===== src/hdl/ulr_pkg.sv =====
// ----------------------------------------------------------------------------
// ulr_pkg
// Shared types and constants for the uniform linear resampler.
// ----------------------------------------------------------------------------
package ulr_pkg;

   // Defaults for the top-level parameters
   localparam int MAX_BURST_DEF   = 64;
   localparam int COORD_WIDTH_DEF = 24;

   // Fixed field widths
   localparam int TIME_W   = 32;
   localparam int PERIOD_W = 20;
   localparam int FRAC_W   = 17;   // Q1.16 fraction, 0..65536
   localparam int NVAL     = 7;    // six signed coordinates, then shoulder width

   // Shared divider sizing
   localparam int DIV_DW = 49;     // dividend and quotient width
   localparam int DIV_SW = 32;     // divisor width

   // Configuration port
   localparam int CSR_ADDR_W = 3;
   localparam int CSR_DATA_W = 32;
   localparam logic CSR_IDX_OUT_PERIOD = 1'b0;   // register index, paddr[2]
   localparam logic [PERIOD_W-1:0] OUT_PERIOD_RESET = PERIOD_W'(16667);

   localparam logic [FRAC_W-1:0] FRAC_ONE = FRAC_W'(65536);

   // Divider status
   typedef struct packed {
      logic busy;
      logic done;
   } div_status_type;

   // Sequencer states
   typedef enum logic [3:0] {
      ST_IDLE,
      ST_GAP_CHK,
      ST_GAP_DIV,
      ST_GAP_MUL,
      ST_GAP_UPD,
      ST_END_CHK,
      ST_END_DIV,
      ST_END_REM,
      ST_OUT_START,
      ST_FRAC_CHK,
      ST_FRAC_DIV,
      ST_MIX_ISSUE,
      ST_MIX_WAIT,
      ST_LOAD,
      ST_FINISH
   } state_type;

endpackage


===== src/hdl/ulr_if.sv =====
// ----------------------------------------------------------------------------
// ulr_if
// Valid/ready channels for samples in and resampled points out.
// ----------------------------------------------------------------------------
interface ulr_req_if #(parameter int CW = 24);
   logic                 valid;
   logic                 ready;
   logic [31:0]          sample_time;
   logic signed [CW-1:0] left_x;
   logic signed [CW-1:0] left_y;
   logic signed [CW-1:0] right_x;
   logic signed [CW-1:0] right_y;
   logic signed [CW-1:0] center_x;
   logic signed [CW-1:0] center_y;
   logic [CW-1:0]        shoulder_width;
   logic                 seq_end;

   modport source (output valid, sample_time, left_x, left_y, right_x, right_y,
                   center_x, center_y, shoulder_width, seq_end, input ready);
   modport sink   (input valid, sample_time, left_x, left_y, right_x, right_y,
                   center_x, center_y, shoulder_width, seq_end, output ready);
endinterface

interface ulr_rsp_if #(parameter int CW = 24);
   logic                 valid;
   logic                 ready;
   logic [31:0]          out_time;
   logic signed [CW-1:0] out_left_x;
   logic signed [CW-1:0] out_left_y;
   logic signed [CW-1:0] out_right_x;
   logic signed [CW-1:0] out_right_y;
   logic signed [CW-1:0] out_center_x;
   logic signed [CW-1:0] out_center_y;
   logic [CW-1:0]        out_shoulder;
   logic                 run_last;
   logic                 burst_overflow;

   modport source (output valid, out_time, out_left_x, out_left_y, out_right_x,
                   out_right_y, out_center_x, out_center_y, out_shoulder,
                   run_last, burst_overflow, input ready);
   modport sink   (input valid, out_time, out_left_x, out_left_y, out_right_x,
                   out_right_y, out_center_x, out_center_y, out_shoulder,
                   run_last, burst_overflow, output ready);
endinterface


===== src/hdl/ulr_divider.sv =====
// ----------------------------------------------------------------------------
// ulr_divider
// Restoring divider, one quotient bit per cycle, shared by all divisions.
// ----------------------------------------------------------------------------
module ulr_divider (
   input  logic                          clock,
   input  logic                          reset,
   input  logic                          start,
   input  logic [ulr_pkg::DIV_DW-1:0]    dividend,
   input  logic [ulr_pkg::DIV_SW-1:0]    divisor,
   output ulr_pkg::div_status_type       status,
   output logic [ulr_pkg::DIV_DW-1:0]    quotient
);
   import ulr_pkg::*;

   localparam int CNT_W = $clog2(DIV_DW);

   logic [DIV_DW-1:0] quo_ff, quo_in;
   logic [DIV_SW-1:0] rem_ff, rem_in;
   logic [DIV_SW-1:0] dvs_ff, dvs_in;
   logic [CNT_W-1:0]  cnt_ff, cnt_in;
   logic              busy_ff, busy_in;
   logic              done_ff, done_in;

   logic [DIV_SW:0]   trial;
   logic [DIV_SW:0]   diff;
   logic              fits;

   // one restoring step
   assign trial = {rem_ff, quo_ff[DIV_DW-1]};
   assign fits  = trial >= {1'b0, dvs_ff};
   assign diff  = trial - {1'b0, dvs_ff};

   always_comb begin
      quo_in  = quo_ff;
      rem_in  = rem_ff;
      dvs_in  = dvs_ff;
      cnt_in  = cnt_ff;
      busy_in = busy_ff;
      done_in = 1'b0;
      if (start) begin
         quo_in  = dividend;
         rem_in  = '0;
         dvs_in  = divisor;
         cnt_in  = '0;
         busy_in = 1'b1;
      end else if (busy_ff) begin
         rem_in = fits ? diff[DIV_SW-1:0] : trial[DIV_SW-1:0];
         quo_in = {quo_ff[DIV_DW-2:0], fits};
         cnt_in = cnt_ff + 1'b1;
         if (cnt_ff == CNT_W'(DIV_DW - 1)) begin
            busy_in = 1'b0;
            done_in = 1'b1;
         end
      end
   end

   always_ff @(posedge clock) begin
      if (reset) begin
         busy_ff <= 1'b0;
         done_ff <= 1'b0;
      end else begin
         busy_ff <= busy_in;
         done_ff <= done_in;
      end
      quo_ff <= quo_in;
      rem_ff <= rem_in;
      dvs_ff <= dvs_in;
      cnt_ff <= cnt_in;
   end

   assign status.busy = busy_ff;
   assign status.done = done_ff;
   assign quotient    = quo_ff;

endmodule


===== src/hdl/ulr_mix.sv =====
// ----------------------------------------------------------------------------
// ulr_mix
// Two-stage blend unit: a + round((b - a) * frac / 65536), halves rounded up.
// ----------------------------------------------------------------------------
module ulr_mix #(
   parameter int CW = ulr_pkg::COORD_WIDTH_DEF
) (
   input  logic                          clock,
   input  logic                          reset,
   input  logic                          start,
   input  logic [CW-1:0]                 a_raw,
   input  logic [CW-1:0]                 b_raw,
   input  logic [ulr_pkg::FRAC_W-1:0]    frac,
   input  logic                          is_signed,
   output logic                          done,
   output logic [CW-1:0]                 result
);
   import ulr_pkg::*;

   localparam int EW = CW + 2;           // extended operand width
   localparam int PW = EW + FRAC_W + 1;  // product width

   logic signed [EW-1:0] a_ext, b_ext, diff;
   logic signed [PW-1:0] prod;
   logic signed [PW-1:0] rounded;
   logic signed [PW-1:0] sum;

   logic signed [PW-1:0] prod_ff;
   logic signed [EW-1:0] a1_ff;
   logic                 v1_ff, v2_ff;
   logic [CW-1:0]        result_ff;

   // stage 1: extend, subtract, multiply
   assign a_ext = is_signed ? EW'($signed(a_raw)) : $signed(EW'(a_raw));
   assign b_ext = is_signed ? EW'($signed(b_raw)) : $signed(EW'(b_raw));
   assign diff  = b_ext - a_ext;
   assign prod  = PW'(diff) * $signed(PW'(frac));

   // stage 2: round and add back
   assign rounded = (prod_ff + $signed(PW'(32768))) >>> 16;
   assign sum     = PW'(a1_ff) + rounded;

   always_ff @(posedge clock) begin
      if (reset) begin
         v1_ff <= 1'b0;
         v2_ff <= 1'b0;
      end else begin
         v1_ff <= start;
         v2_ff <= v1_ff;
      end
      prod_ff   <= prod;
      a1_ff     <= a_ext;
      result_ff <= sum[CW-1:0];
   end

   assign done   = v2_ff;
   assign result = result_ff;

endmodule


===== src/hdl/uniform_linear_resampler_core.sv =====
// ----------------------------------------------------------------------------
// uniform_linear_resampler_core
// Resamples timestamped pose samples onto a uniform output time grid.
// ----------------------------------------------------------------------------
//  Channel     Dir  Handshake          Carries
//  req_chan    in   valid/ready        one timestamped pose sample
//  rsp_chan    out  valid/ready        one grid point, 0..MAX_BURST per request
//  psel..      in   APB, pready = 1    out_period at byte address 0
//
//  A request that starts a sequence is only stored. Otherwise the sequencer
//  does its setup with up to two divisions in the shared 49-step divider, then
//  per result an optional fraction divide and seven blends, one after another.
//  Reset is synchronous; no clearing pass. A stalled rsp_chan holds the
//  sequencer at the result load; a new request is taken while the last result
//  still waits in the output register.
// ----------------------------------------------------------------------------
module uniform_linear_resampler_core #(
   parameter int MAX_BURST   = ulr_pkg::MAX_BURST_DEF,
   parameter int COORD_WIDTH = ulr_pkg::COORD_WIDTH_DEF
) (
   input  logic                              clock,
   input  logic                              reset,
   ulr_req_if.sink                           req_chan,
   ulr_rsp_if.source                         rsp_chan,
   input  logic                              psel,
   input  logic                              penable,
   input  logic                              pwrite,
   input  logic [ulr_pkg::CSR_ADDR_W-1:0]    paddr,
   input  logic [ulr_pkg::CSR_DATA_W-1:0]    pwdata,
   output logic [ulr_pkg::CSR_DATA_W-1:0]    prdata,
   output logic                              pready
);
   import ulr_pkg::*;

   localparam int CW = COORD_WIDTH;
   localparam int NW = $clog2(MAX_BURST + 1);

   state_type state_ff, state_in;

   logic [PERIOD_W-1:0] period_ff, period_in;
   logic [PERIOD_W-1:0] p_eff;

   // sequence state
   logic              have_prev_ff, have_prev_in;
   logic [TIME_W-1:0] prev_time_ff, prev_time_in;
   logic [CW-1:0]     prev_val_ff [NVAL];
   logic [CW-1:0]     prev_val_in [NVAL];
   logic [TIME_W-1:0] first_ff, first_in;
   logic [TIME_W:0]   next_ff, next_in;
   logic [TIME_W:0]   emitted_ff, emitted_in;

   // current request
   logic [TIME_W-1:0] tb_ff, tb_in;
   logic [CW-1:0]     cur_ff [NVAL];
   logic [CW-1:0]     cur_in [NVAL];
   logic              end_ff, end_in;

   // per-request work registers
   logic [TIME_W:0]   cnt_ff, cnt_in;
   logic [TIME_W+1:0] prod_ff, prod_in;
   logic [TIME_W:0]   gap_time_ff, gap_time_in;
   logic [NW-1:0]     gap_n_ff, gap_n_in;
   logic [NW-1:0]     held_n_ff, held_n_in;
   logic              ovf_ff, ovf_in;
   logic [TIME_W+1:0] total_ff, total_in;
   logic [NW-1:0]     k_ff, k_in;
   logic [TIME_W:0]   t_ff, t_in;
   logic [FRAC_W-1:0] frac_ff, frac_in;
   logic [2:0]        j_ff, j_in;
   logic [CW-1:0]     res_ff [NVAL];
   logic [CW-1:0]     res_in [NVAL];

   // output register
   logic              rsp_valid_ff, rsp_valid_in;
   logic [TIME_W-1:0] rsp_time_ff, rsp_time_in;
   logic [CW-1:0]     rsp_val_ff [NVAL];
   logic [CW-1:0]     rsp_val_in [NVAL];
   logic              rsp_last_ff, rsp_last_in;
   logic              rsp_ovf_ff, rsp_ovf_in;

   // shared units
   logic                div_start;
   logic [DIV_DW-1:0]   div_dividend;
   logic [DIV_SW-1:0]   div_divisor;
   div_status_type      div_status;
   logic [DIV_DW-1:0]   div_quotient;

   logic                mix_start;
   logic [CW-1:0]       mix_a;
   logic                mix_done;
   logic [CW-1:0]       mix_result;

   logic              req_fire;
   logic [NW-1:0]     n_w;
   logic              held_now;
   logic [TIME_W-1:0] num_w, d_w;
   logic [TIME_W+1:0] rem_w;
   logic [TIME_W+1:0] room_w;
   logic              csr_write;

   // ---------------------------------------------------------------
   // configuration port
   assign csr_write = psel && penable && pwrite;
   assign pready    = 1'b1;
   assign prdata    = (paddr[2] == CSR_IDX_OUT_PERIOD) ?
                      CSR_DATA_W'(period_ff) : '0;
   assign p_eff     = (period_ff == '0) ? PERIOD_W'(1) : period_ff;

   always_comb begin
      period_in = period_ff;
      if (csr_write && (paddr[2] == CSR_IDX_OUT_PERIOD)) begin
         period_in = pwdata[PERIOD_W-1:0];
      end
   end

   // ---------------------------------------------------------------
   // handshake helpers
   assign req_chan.ready = (state_ff == ST_IDLE);
   assign req_fire       = req_chan.valid && (state_ff == ST_IDLE);
   assign n_w            = gap_n_ff + held_n_ff;
   assign held_now       = (k_ff >= gap_n_ff);
   assign num_w          = t_ff[TIME_W-1:0] - prev_time_ff;
   assign d_w            = tb_ff - prev_time_ff;
   assign rem_w          = (total_ff > {1'b0, emitted_ff}) ?
                           total_ff - {1'b0, emitted_ff} : '0;
   assign room_w         = (TIME_W+2)'(MAX_BURST) - (TIME_W+2)'(gap_n_ff);
   assign mix_a          = held_now ? cur_ff[j_ff] : prev_val_ff[j_ff];

   // ---------------------------------------------------------------
   // sequencer
   always_comb begin
      state_in     = state_ff;
      have_prev_in = have_prev_ff;
      prev_time_in = prev_time_ff;
      prev_val_in  = prev_val_ff;
      first_in     = first_ff;
      next_in      = next_ff;
      emitted_in   = emitted_ff;
      tb_in        = tb_ff;
      cur_in       = cur_ff;
      end_in       = end_ff;
      cnt_in       = cnt_ff;
      prod_in      = prod_ff;
      gap_time_in  = gap_time_ff;
      gap_n_in     = gap_n_ff;
      held_n_in    = held_n_ff;
      ovf_in       = ovf_ff;
      total_in     = total_ff;
      k_in         = k_ff;
      t_in         = t_ff;
      frac_in      = frac_ff;
      j_in         = j_ff;
      res_in       = res_ff;
      rsp_valid_in = rsp_valid_ff;
      rsp_time_in  = rsp_time_ff;
      rsp_val_in   = rsp_val_ff;
      rsp_last_in  = rsp_last_ff;
      rsp_ovf_in   = rsp_ovf_ff;
      div_start    = 1'b0;
      div_dividend = '0;
      div_divisor  = '0;
      mix_start    = 1'b0;

      if (rsp_valid_ff && rsp_chan.ready) begin
         rsp_valid_in = 1'b0;
      end

      unique case (state_ff)
         ST_IDLE: begin
            if (req_fire) begin
               tb_in     = req_chan.sample_time;
               cur_in[0] = req_chan.left_x;
               cur_in[1] = req_chan.left_y;
               cur_in[2] = req_chan.right_x;
               cur_in[3] = req_chan.right_y;
               cur_in[4] = req_chan.center_x;
               cur_in[5] = req_chan.center_y;
               cur_in[6] = req_chan.shoulder_width;
               end_in    = req_chan.seq_end;
               gap_n_in  = '0;
               held_n_in = '0;
               ovf_in    = 1'b0;
               if (have_prev_ff) begin
                  state_in = ST_GAP_CHK;
               end else if (!req_chan.seq_end) begin
                  // first sample of a sequence is only stored
                  have_prev_in   = 1'b1;
                  prev_time_in   = req_chan.sample_time;
                  prev_val_in[0] = req_chan.left_x;
                  prev_val_in[1] = req_chan.left_y;
                  prev_val_in[2] = req_chan.right_x;
                  prev_val_in[3] = req_chan.right_y;
                  prev_val_in[4] = req_chan.center_x;
                  prev_val_in[5] = req_chan.center_y;
                  prev_val_in[6] = req_chan.shoulder_width;
                  first_in       = req_chan.sample_time;
                  next_in        = {1'b0, req_chan.sample_time};
                  emitted_in     = '0;
               end
            end
         end

         // grid points inside the gap: count = (tb - next) / p + 1
         ST_GAP_CHK: begin
            if (next_ff <= {1'b0, tb_ff}) begin
               div_start    = 1'b1;
               div_dividend = DIV_DW'(tb_ff - next_ff[TIME_W-1:0]);
               div_divisor  = DIV_SW'(p_eff);
               state_in     = ST_GAP_DIV;
            end else begin
               state_in = ST_END_CHK;
            end
         end

         ST_GAP_DIV: begin
            if (div_status.done) begin
               cnt_in   = {1'b0, div_quotient[TIME_W-1:0]} + 1'b1;
               state_in = ST_GAP_MUL;
            end
         end

         ST_GAP_MUL: begin
            prod_in  = (TIME_W+2)'(cnt_ff * p_eff);
            state_in = ST_GAP_UPD;
         end

         ST_GAP_UPD: begin
            gap_time_in = next_ff;
            next_in     = next_ff + prod_ff[TIME_W:0];
            emitted_in  = emitted_ff + cnt_ff;
            if (cnt_ff > (TIME_W+1)'(MAX_BURST)) begin
               gap_n_in = NW'(MAX_BURST);
               ovf_in   = 1'b1;
            end else begin
               gap_n_in = cnt_ff[NW-1:0];
            end
            state_in = ST_END_CHK;
         end

         // sequence end: total = max(2, round((t1 - t0) / p) + 1)
         ST_END_CHK: begin
            if (!end_ff) begin
               state_in = ST_OUT_START;
            end else if (tb_ff > first_ff) begin
               div_start    = 1'b1;
               div_dividend = DIV_DW'({tb_ff - first_ff, 1'b0}) + DIV_DW'(p_eff);
               div_divisor  = DIV_SW'({p_eff, 1'b0});
               state_in     = ST_END_DIV;
            end else begin
               total_in = (TIME_W+2)'(2);
               state_in = ST_END_REM;
            end
         end

         ST_END_DIV: begin
            if (div_status.done) begin
               total_in = div_quotient[TIME_W+1:0] + 1'b1;
               if (div_quotient[TIME_W+1:0] == '0) begin
                  total_in = (TIME_W+2)'(2);
               end
               state_in = ST_END_REM;
            end
         end

         // held points fill what is left, up to the burst limit
         ST_END_REM: begin
            if (rem_w > room_w) begin
               held_n_in = room_w[NW-1:0];
               ovf_in    = 1'b1;
            end else begin
               held_n_in = rem_w[NW-1:0];
            end
            state_in = ST_OUT_START;
         end

         ST_OUT_START: begin
            k_in = '0;
            j_in = '0;
            t_in = (gap_n_ff != '0) ? gap_time_ff : next_ff;
            if (n_w == '0) begin
               state_in = ST_FINISH;
            end else begin
               state_in = ST_FRAC_CHK;
            end
         end

         // fraction = (t - ta) / (tb - ta), clamped
         ST_FRAC_CHK: begin
            if (held_now || (tb_ff <= prev_time_ff) ||
                (t_ff[TIME_W-1:0] <= prev_time_ff)) begin
               frac_in  = '0;
               state_in = ST_MIX_ISSUE;
            end else if (num_w >= d_w) begin
               frac_in  = FRAC_ONE;
               state_in = ST_MIX_ISSUE;
            end else begin
               div_start    = 1'b1;
               div_dividend = {1'b0, num_w, 16'h0000} + DIV_DW'(d_w >> 1);
               div_divisor  = d_w;
               state_in     = ST_FRAC_DIV;
            end
         end

         ST_FRAC_DIV: begin
            if (div_status.done) begin
               frac_in  = div_quotient[FRAC_W-1:0];
               state_in = ST_MIX_ISSUE;
            end
         end

         ST_MIX_ISSUE: begin
            mix_start = 1'b1;
            state_in  = ST_MIX_WAIT;
         end

         ST_MIX_WAIT: begin
            if (mix_done) begin
               res_in[j_ff] = mix_result;
               if (j_ff == 3'(NVAL - 1)) begin
                  j_in     = '0;
                  state_in = ST_LOAD;
               end else begin
                  j_in     = j_ff + 1'b1;
                  state_in = ST_MIX_ISSUE;
               end
            end
         end

         // hand the point to the output register
         ST_LOAD: begin
            if (!rsp_valid_ff || rsp_chan.ready) begin
               rsp_valid_in = 1'b1;
               rsp_time_in  = t_ff[TIME_W-1:0];
               rsp_val_in   = res_ff;
               rsp_last_in  = (k_ff == n_w - 1'b1);
               rsp_ovf_in   = ovf_ff;
               if (k_ff == n_w - 1'b1) begin
                  state_in = ST_FINISH;
               end else begin
                  k_in     = k_ff + 1'b1;
                  t_in     = (k_ff + 1'b1 == gap_n_ff) ? next_ff :
                             t_ff + (TIME_W+1)'(p_eff);
                  state_in = ST_FRAC_CHK;
               end
            end
         end

         ST_FINISH: begin
            if (end_ff) begin
               have_prev_in = 1'b0;
               prev_time_in = '0;
               for (int i = 0; i < NVAL; i++) begin
                  prev_val_in[i] = '0;
               end
               first_in   = '0;
               next_in    = '0;
               emitted_in = '0;
            end else begin
               prev_time_in = tb_ff;
               prev_val_in  = cur_ff;
            end
            state_in = ST_IDLE;
         end

         default: begin
            state_in = ST_IDLE;
         end
      endcase
   end

   // ---------------------------------------------------------------
   // registers
   always_ff @(posedge clock) begin
      if (reset) begin
         state_ff     <= ST_IDLE;
         period_ff    <= OUT_PERIOD_RESET;
         have_prev_ff <= 1'b0;
         prev_time_ff <= '0;
         first_ff     <= '0;
         next_ff      <= '0;
         emitted_ff   <= '0;
         rsp_valid_ff <= 1'b0;
         gap_n_ff     <= '0;
         held_n_ff    <= '0;
         for (int i = 0; i < NVAL; i++) begin
            prev_val_ff[i] <= '0;
         end
      end else begin
         state_ff     <= state_in;
         period_ff    <= period_in;
         have_prev_ff <= have_prev_in;
         prev_time_ff <= prev_time_in;
         first_ff     <= first_in;
         next_ff      <= next_in;
         emitted_ff   <= emitted_in;
         rsp_valid_ff <= rsp_valid_in;
         gap_n_ff     <= gap_n_in;
         held_n_ff    <= held_n_in;
         prev_val_ff  <= prev_val_in;
      end
      tb_ff       <= tb_in;
      cur_ff      <= cur_in;
      end_ff      <= end_in;
      cnt_ff      <= cnt_in;
      prod_ff     <= prod_in;
      gap_time_ff <= gap_time_in;
      ovf_ff      <= ovf_in;
      total_ff    <= total_in;
      k_ff        <= k_in;
      t_ff        <= t_in;
      frac_ff     <= frac_in;
      j_ff        <= j_in;
      res_ff      <= res_in;
      rsp_time_ff <= rsp_time_in;
      rsp_val_ff  <= rsp_val_in;
      rsp_last_ff <= rsp_last_in;
      rsp_ovf_ff  <= rsp_ovf_in;
   end

   // ---------------------------------------------------------------
   // shared units
   ulr_divider u_div (
      .clock    (clock),
      .reset    (reset),
      .start    (div_start),
      .dividend (div_dividend),
      .divisor  (div_divisor),
      .status   (div_status),
      .quotient (div_quotient)
   );

   ulr_mix #(.CW(CW)) u_mix (
      .clock     (clock),
      .reset     (reset),
      .start     (mix_start),
      .a_raw     (mix_a),
      .b_raw     (cur_ff[j_ff]),
      .frac      (frac_ff),
      .is_signed (j_ff != 3'(NVAL - 1)),
      .done      (mix_done),
      .result    (mix_result)
   );

   // ---------------------------------------------------------------
   // result channel
   assign rsp_chan.valid          = rsp_valid_ff;
   assign rsp_chan.out_time       = rsp_time_ff;
   assign rsp_chan.out_left_x     = rsp_val_ff[0];
   assign rsp_chan.out_left_y     = rsp_val_ff[1];
   assign rsp_chan.out_right_x    = rsp_val_ff[2];
   assign rsp_chan.out_right_y    = rsp_val_ff[3];
   assign rsp_chan.out_center_x   = rsp_val_ff[4];
   assign rsp_chan.out_center_y   = rsp_val_ff[5];
   assign rsp_chan.out_shoulder   = rsp_val_ff[6];
   assign rsp_chan.run_last       = rsp_last_ff;
   assign rsp_chan.burst_overflow = rsp_ovf_ff;

   // ---------------------------------------------------------------
   // assertions
   a_idle_div_quiet : assert property (@(posedge clock) disable iff (reset)
      (state_ff == ST_IDLE) |-> !div_status.busy)
      else $error("divider busy while sequencer idle");

   a_load_in_range : assert property (@(posedge clock) disable iff (reset)
      (state_ff == ST_LOAD) |-> (k_ff < n_w))
      else $error("result index past request total");

   a_burst_limit : assert property (@(posedge clock) disable iff (reset)
      ({1'b0, gap_n_ff} + {1'b0, held_n_ff}) <= (NW+1)'(MAX_BURST))
      else $error("burst count above limit");

   a_first_stored : assert property (@(posedge clock) disable iff (reset)
      (req_fire && !have_prev_ff && !req_chan.seq_end) |=> have_prev_ff)
      else $error("sequence start not stored");

endmodule

===== src/flat_wrapper.sv =====
// flat-port wrapper written by rule: the top's interface ports become plain ports
module uniform_linear_resampler_core_flat import ulr_pkg::*;
#(
   parameter int MAX_BURST   = ulr_pkg::MAX_BURST_DEF,
   parameter int COORD_WIDTH = ulr_pkg::COORD_WIDTH_DEF
)
  (clock, reset, psel, penable, pwrite, paddr, pwdata, prdata, pready, req_chan_valid, req_chan_sample_time, req_chan_left_x, req_chan_left_y, req_chan_right_x, req_chan_right_y, req_chan_center_x, req_chan_center_y, req_chan_shoulder_width, req_chan_seq_end, req_chan_ready, rsp_chan_valid, rsp_chan_out_time, rsp_chan_out_left_x, rsp_chan_out_left_y, rsp_chan_out_right_x, rsp_chan_out_right_y, rsp_chan_out_center_x, rsp_chan_out_center_y, rsp_chan_out_shoulder, rsp_chan_run_last, rsp_chan_burst_overflow, rsp_chan_ready);
  ulr_req_if req_chan_i ();
  ulr_rsp_if rsp_chan_i ();
  input  logic clock;
  input  logic reset;
  input  logic psel;
  input  logic penable;
  input  logic pwrite;
  input  logic [ulr_pkg::CSR_ADDR_W-1:0] paddr;
  input  logic [ulr_pkg::CSR_DATA_W-1:0] pwdata;
  output logic [ulr_pkg::CSR_DATA_W-1:0] prdata;
  output logic pready;
  input wire logic [$bits(req_chan_i.valid)-1:0] req_chan_valid;
  input wire logic [$bits(req_chan_i.sample_time)-1:0] req_chan_sample_time;
  input wire logic [$bits(req_chan_i.left_x)-1:0] req_chan_left_x;
  input wire logic [$bits(req_chan_i.left_y)-1:0] req_chan_left_y;
  input wire logic [$bits(req_chan_i.right_x)-1:0] req_chan_right_x;
  input wire logic [$bits(req_chan_i.right_y)-1:0] req_chan_right_y;
  input wire logic [$bits(req_chan_i.center_x)-1:0] req_chan_center_x;
  input wire logic [$bits(req_chan_i.center_y)-1:0] req_chan_center_y;
  input wire logic [$bits(req_chan_i.shoulder_width)-1:0] req_chan_shoulder_width;
  input wire logic [$bits(req_chan_i.seq_end)-1:0] req_chan_seq_end;
  output wire logic [$bits(req_chan_i.ready)-1:0] req_chan_ready;
  output wire logic [$bits(rsp_chan_i.valid)-1:0] rsp_chan_valid;
  output wire logic [$bits(rsp_chan_i.out_time)-1:0] rsp_chan_out_time;
  output wire logic [$bits(rsp_chan_i.out_left_x)-1:0] rsp_chan_out_left_x;
  output wire logic [$bits(rsp_chan_i.out_left_y)-1:0] rsp_chan_out_left_y;
  output wire logic [$bits(rsp_chan_i.out_right_x)-1:0] rsp_chan_out_right_x;
  output wire logic [$bits(rsp_chan_i.out_right_y)-1:0] rsp_chan_out_right_y;
  output wire logic [$bits(rsp_chan_i.out_center_x)-1:0] rsp_chan_out_center_x;
  output wire logic [$bits(rsp_chan_i.out_center_y)-1:0] rsp_chan_out_center_y;
  output wire logic [$bits(rsp_chan_i.out_shoulder)-1:0] rsp_chan_out_shoulder;
  output wire logic [$bits(rsp_chan_i.run_last)-1:0] rsp_chan_run_last;
  output wire logic [$bits(rsp_chan_i.burst_overflow)-1:0] rsp_chan_burst_overflow;
  input wire logic [$bits(rsp_chan_i.ready)-1:0] rsp_chan_ready;
  assign req_chan_i.valid = req_chan_valid;
  assign req_chan_i.sample_time = req_chan_sample_time;
  assign req_chan_i.left_x = req_chan_left_x;
  assign req_chan_i.left_y = req_chan_left_y;
  assign req_chan_i.right_x = req_chan_right_x;
  assign req_chan_i.right_y = req_chan_right_y;
  assign req_chan_i.center_x = req_chan_center_x;
  assign req_chan_i.center_y = req_chan_center_y;
  assign req_chan_i.shoulder_width = req_chan_shoulder_width;
  assign req_chan_i.seq_end = req_chan_seq_end;
  assign req_chan_ready = req_chan_i.ready;
  assign rsp_chan_valid = rsp_chan_i.valid;
  assign rsp_chan_out_time = rsp_chan_i.out_time;
  assign rsp_chan_out_left_x = rsp_chan_i.out_left_x;
  assign rsp_chan_out_left_y = rsp_chan_i.out_left_y;
  assign rsp_chan_out_right_x = rsp_chan_i.out_right_x;
  assign rsp_chan_out_right_y = rsp_chan_i.out_right_y;
  assign rsp_chan_out_center_x = rsp_chan_i.out_center_x;
  assign rsp_chan_out_center_y = rsp_chan_i.out_center_y;
  assign rsp_chan_out_shoulder = rsp_chan_i.out_shoulder;
  assign rsp_chan_run_last = rsp_chan_i.run_last;
  assign rsp_chan_burst_overflow = rsp_chan_i.burst_overflow;
  assign rsp_chan_i.ready = rsp_chan_ready;
  uniform_linear_resampler_core #(.MAX_BURST(MAX_BURST), .COORD_WIDTH(COORD_WIDTH)) u_core (.clock(clock), .reset(reset), .req_chan(req_chan_i), .rsp_chan(rsp_chan_i), .psel(psel), .penable(penable), .pwrite(pwrite), .paddr(paddr), .pwdata(pwdata), .prdata(prdata), .pready(pready));
endmodule

===== config.mk =====
export PLATFORM = sky130hd
export DESIGN_NAME = uniform_linear_resampler_core_flat
export DESIGN_NICKNAME = d
export VERILOG_FILES = /design/src/hdl/ulr_pkg.sv /design/src/hdl/ulr_if.sv /design/src/hdl/ulr_divider.sv /design/src/hdl/ulr_mix.sv /design/src/hdl/uniform_linear_resampler_core.sv /design/src/flat_wrapper.sv
export SDC_FILE = /design/constraint.sdc
export NUM_CORES = 2
export LEC_CHECK = 0
export BUFFER_PORTS_ARGS = -buffer_cell sky130_fd_sc_hd__buf_2
export CAP_MARGIN = 20
export CORE_UTILIZATION = 50
export DETAILED_ROUTE_END_ITERATION = 16
export GPL_TIMING_DRIVEN = 0
export PLACE_DENSITY_LB_ADDON = 0.25
export SLEW_MARGIN = 30
export SYNTH_ARGS = -nofsm -noshare
export SYNTH_HDL_FRONTEND = slang
export SYNTH_SLANG_ARGS = --single-unit

===== constraint.sdc =====
create_clock -name clock -period 12.4 [get_ports clock]
set_input_delay 0.62 -clock clock [delete_from_list [all_inputs] [get_ports clock]]
set_output_delay 0.62 -clock clock [all_outputs]
set_load 0.02 [all_outputs]

==> results.toml <==
[cts]
cts_buffers = 144
ctsHtreeMaxLevel = 4
clk_path_buf_depth = 3
cts_sinks = 1297
clk_pin_slew_ps = 60
root_buffer = "clkbuf_16"
cts_tree = "yes"
clock_latency_ps = 860

[finish]
areaGrowthSynthToFinish_pct = 14.0
utilization = 0.574
nets = 12237
drive_above_1_share = 0.0946
stdcell_area_sq_um = 111000

[setup_path]
crit_type = "reg -> reg"
cp-start-kind = "flip-flop"
cp_slowest_cell = "o21ai_1"
worstPathRequired_ps = 13100
rr_worst_depth = 42
end_kind = "flip-flop"
critPathMaxFanout = 10
max_stage_delay_ps = 590
worstPathArrival_ps = 12700

[detailed_routing]
drt_pass1_iterations = 11
wl_um = 375000
ant_nets = 0
wire_per_inst_um = 28.3
via_per_inst = 6.05
vias = 80135
drt_iter0_markers = 9885
drc_errors = 0

[power]
irDropWorstVdd_mv = 0.928
power_frac_clock = 0.132
pwr-share-comb = 0.686
sequentialPowerShare = 0.181
power-per-cell-area_nw_per_um2 = 311
p_leak_uw = 0.0477
p_int_uw = 18300
p_total_uw = 34400
swShare = 0.468
p_sw_uw = 16100

[min_path]
hold_path.class = "in -> reg"
min_path_cells = 2

[status]
outcome = "finished clean"

[synth]
seq_area_frac_synth = 0.355
synth_most_common_cell = "inv_1"
ys_warn_count = 0
ys.flop_type = "edfxtp_1"
syn_area_sq_um = 97000
synth_top_area_share = 0.261
synthCells = 9762
syn_avg_cell_area_sq_um = 9.94
async_flop_share = 0
yosysUniqueCellTypes = 113
synth_common_cells = "inv_1 (1,313), nand2_1 (911), edfxtp_1 (844), fa_1 (784), nor2_1 (722)"
synth_area_leaders = "edfxtp_1 (26%), fa_1 (16%), dfxtp_1 (9.3%)"
synth_area_leader_cell = "edfxtp_1"
synth_edf_count = 844
synth-seq-cells = 1297

[timing]
worst_pin_slew_ps = 1180
slew_violations = 0
fin_crit_sh = 0.968
finalSetupViolations = 0
clock_skew_ps = 66.4
hold_violations = 0
fmax_ghz = 0.0833
period_needed_ps = 12000
relSlewSlack = 0.214

[place]
dpl_cell_area_sq_um = 104000
hpwl_um = 301000
gp_congestion = 1.03
port_buffers = 452

[floorplanning]
start_util = 0.504
die_x_um = 443
io_pins = 480
placement_rows = 161
die_y_um = 443
core_area_sq_um = 193000
die_area_sq_um = 196000

[flow_run]
drv_cap = 0

[global_route]
grt_usage = 0.377
grt_pass1_vias = 79263
grt-ovfl-total = 0
grt_pass1_wl_um = 537000
antenna_found_initial = 35
grt_max_degree = 89
## registers in the layout, indices dropped and copies added, names as in the netlist, 25 cells and up
register,flops
u_core.rsp_chan.out_time,32
u_core.tb_ff,32
u_core.prev_val_ff,168
u_core.first_ff,32
u_core.cnt_ff,33
u_core.total_ff,34
u_core.cur_ff,168
u_core.emitted_ff,33
u_core.u_div.rem_ff,32
u_core.u_div.dvs_ff,32
u_core.u_div.quotient,49
u_core.prod_ff,33
u_core.u_mix.prod_ff,25
u_core.gap_time_ff,32
u_core.next_ff,33
u_core.t_ff,32
u_core.res_ff,168
u_core.prev_time_ff,32
## power by group through the flow
stage / sequential [uW] / combinational [uW] / clock (uW)
2_1_floorplan: 6060 / 16400 / 0
3_3_place_gp: 6310 / 22100 / 0
3_5_place_dp: 6290 / 22600 / 0
4_1_cts: 6210 / 23000 / 4580
5_1_grt: 6260 / 26300 / 4740
6_report: 6240 / 23600 / 4550
## kinds of logic after synthesis
| family | synth area share |
|---|---|
| XOR/XNOR | 0.0471 |
| buffers and inverters | 0.0713 |
| flip-flops | 0.355 |
| other | 0.0000774 |
| multiplexers | 0.0164 |
| adder cells (fa/ha/maj) | 0.245 |
| AO/OA/AOI/OAI | 0.136 |
| AND/OR/NAND/NOR | 0.129 |
## metal layers
metal | GRT usage | vias to the layer above | wire [um]
met5 | 0.00806 | - | 378
met1 | 0.502 | 39506 | 150000
met3 | 0.110 | 895 | 44300
met4 | 0.203 | 26 | 23000
li1 | - | 35022 | -
met2 | 0.552 | 4686 | 157000
## through the flow
step	hold slack, ps	setup WS (ps)	std cells	setup TNS [ps]
after floorplan	400	1520	9773	0
after global placement	402	-2980	12751	-633530
after detailed placement	405	-2480	12786	-33940
after CTS	3.72	7.01	13210	0
after global routing	17.1	-30.3	13227	-30.3
final	41.5	398	13239	0
## repair_timing
action | CTS | global route
pin swaps | 1 | 6
buffers inserted | 2 | 8
resized for setup | 55 | 45
endpoints found under the hold margin | 156 | 0
setup endpoints to repair | 25 | 10
hold buffers | 156 | 0
## final timing paths
path                                        start                          endpoint  slack [ps]
worst min-delay path                    pwdata[1]               u_core.period_ff[1]          40
worst max-delay path               u_core.j_ff[1]          u_core.u_mix.prod_ff[39]         400
worst min register to register  u_core.res_ff[61]  u_core.rsp_chan.out_center_x[13]         410
worst max register to register     u_core.j_ff[1]          u_core.u_mix.prod_ff[39]         400
## area by class of cell
type / count / area (sq um)
Clock inverter: 90 / 1180
Timing Repair Buffer: 653 / 4670
Fill cell: 16681 / 82000
Antenna cell: 22 / 55.1
Tap cell: 2526 / 3160
Sequential cell: 1297 / 34400
Inverter: 1313 / 4940
Buffer: 482 / 2090
Clock buffer: 180 / 3850
Multi-Input combinational cell: 6676 / 56200
## cells in the final DEF (no fill, tap or decap), drive strengths merged, types with 110 or more instances in the layout
master,count
inv,1321
nand2,912
edfxtp,844
fa,784
nor2,722
ha,643
clkbuf,592
buf,566
a21oi,540
dfxtp,453
xnor2,357
and2,355
o21ai,270
a21o,199
a222oi,196
xor2,158
dlygate4sd3,156
nor2b,122
nand3,110
## worst max-delay path: cells and delay by family (launching register included)
kind | cells | cell delay [ps]
xor gates and xnor gates | 1 | 110
and+or+nand+nor | 4 | 550
adders and majority gates | 9 | 3780
AOI/OAI and AO/OA | 19 | 4140
DFF | 1 | 500
muxes | 1 | 520
buffers and inverters | 8 | 2180
(Power assumes the default switching activity.)
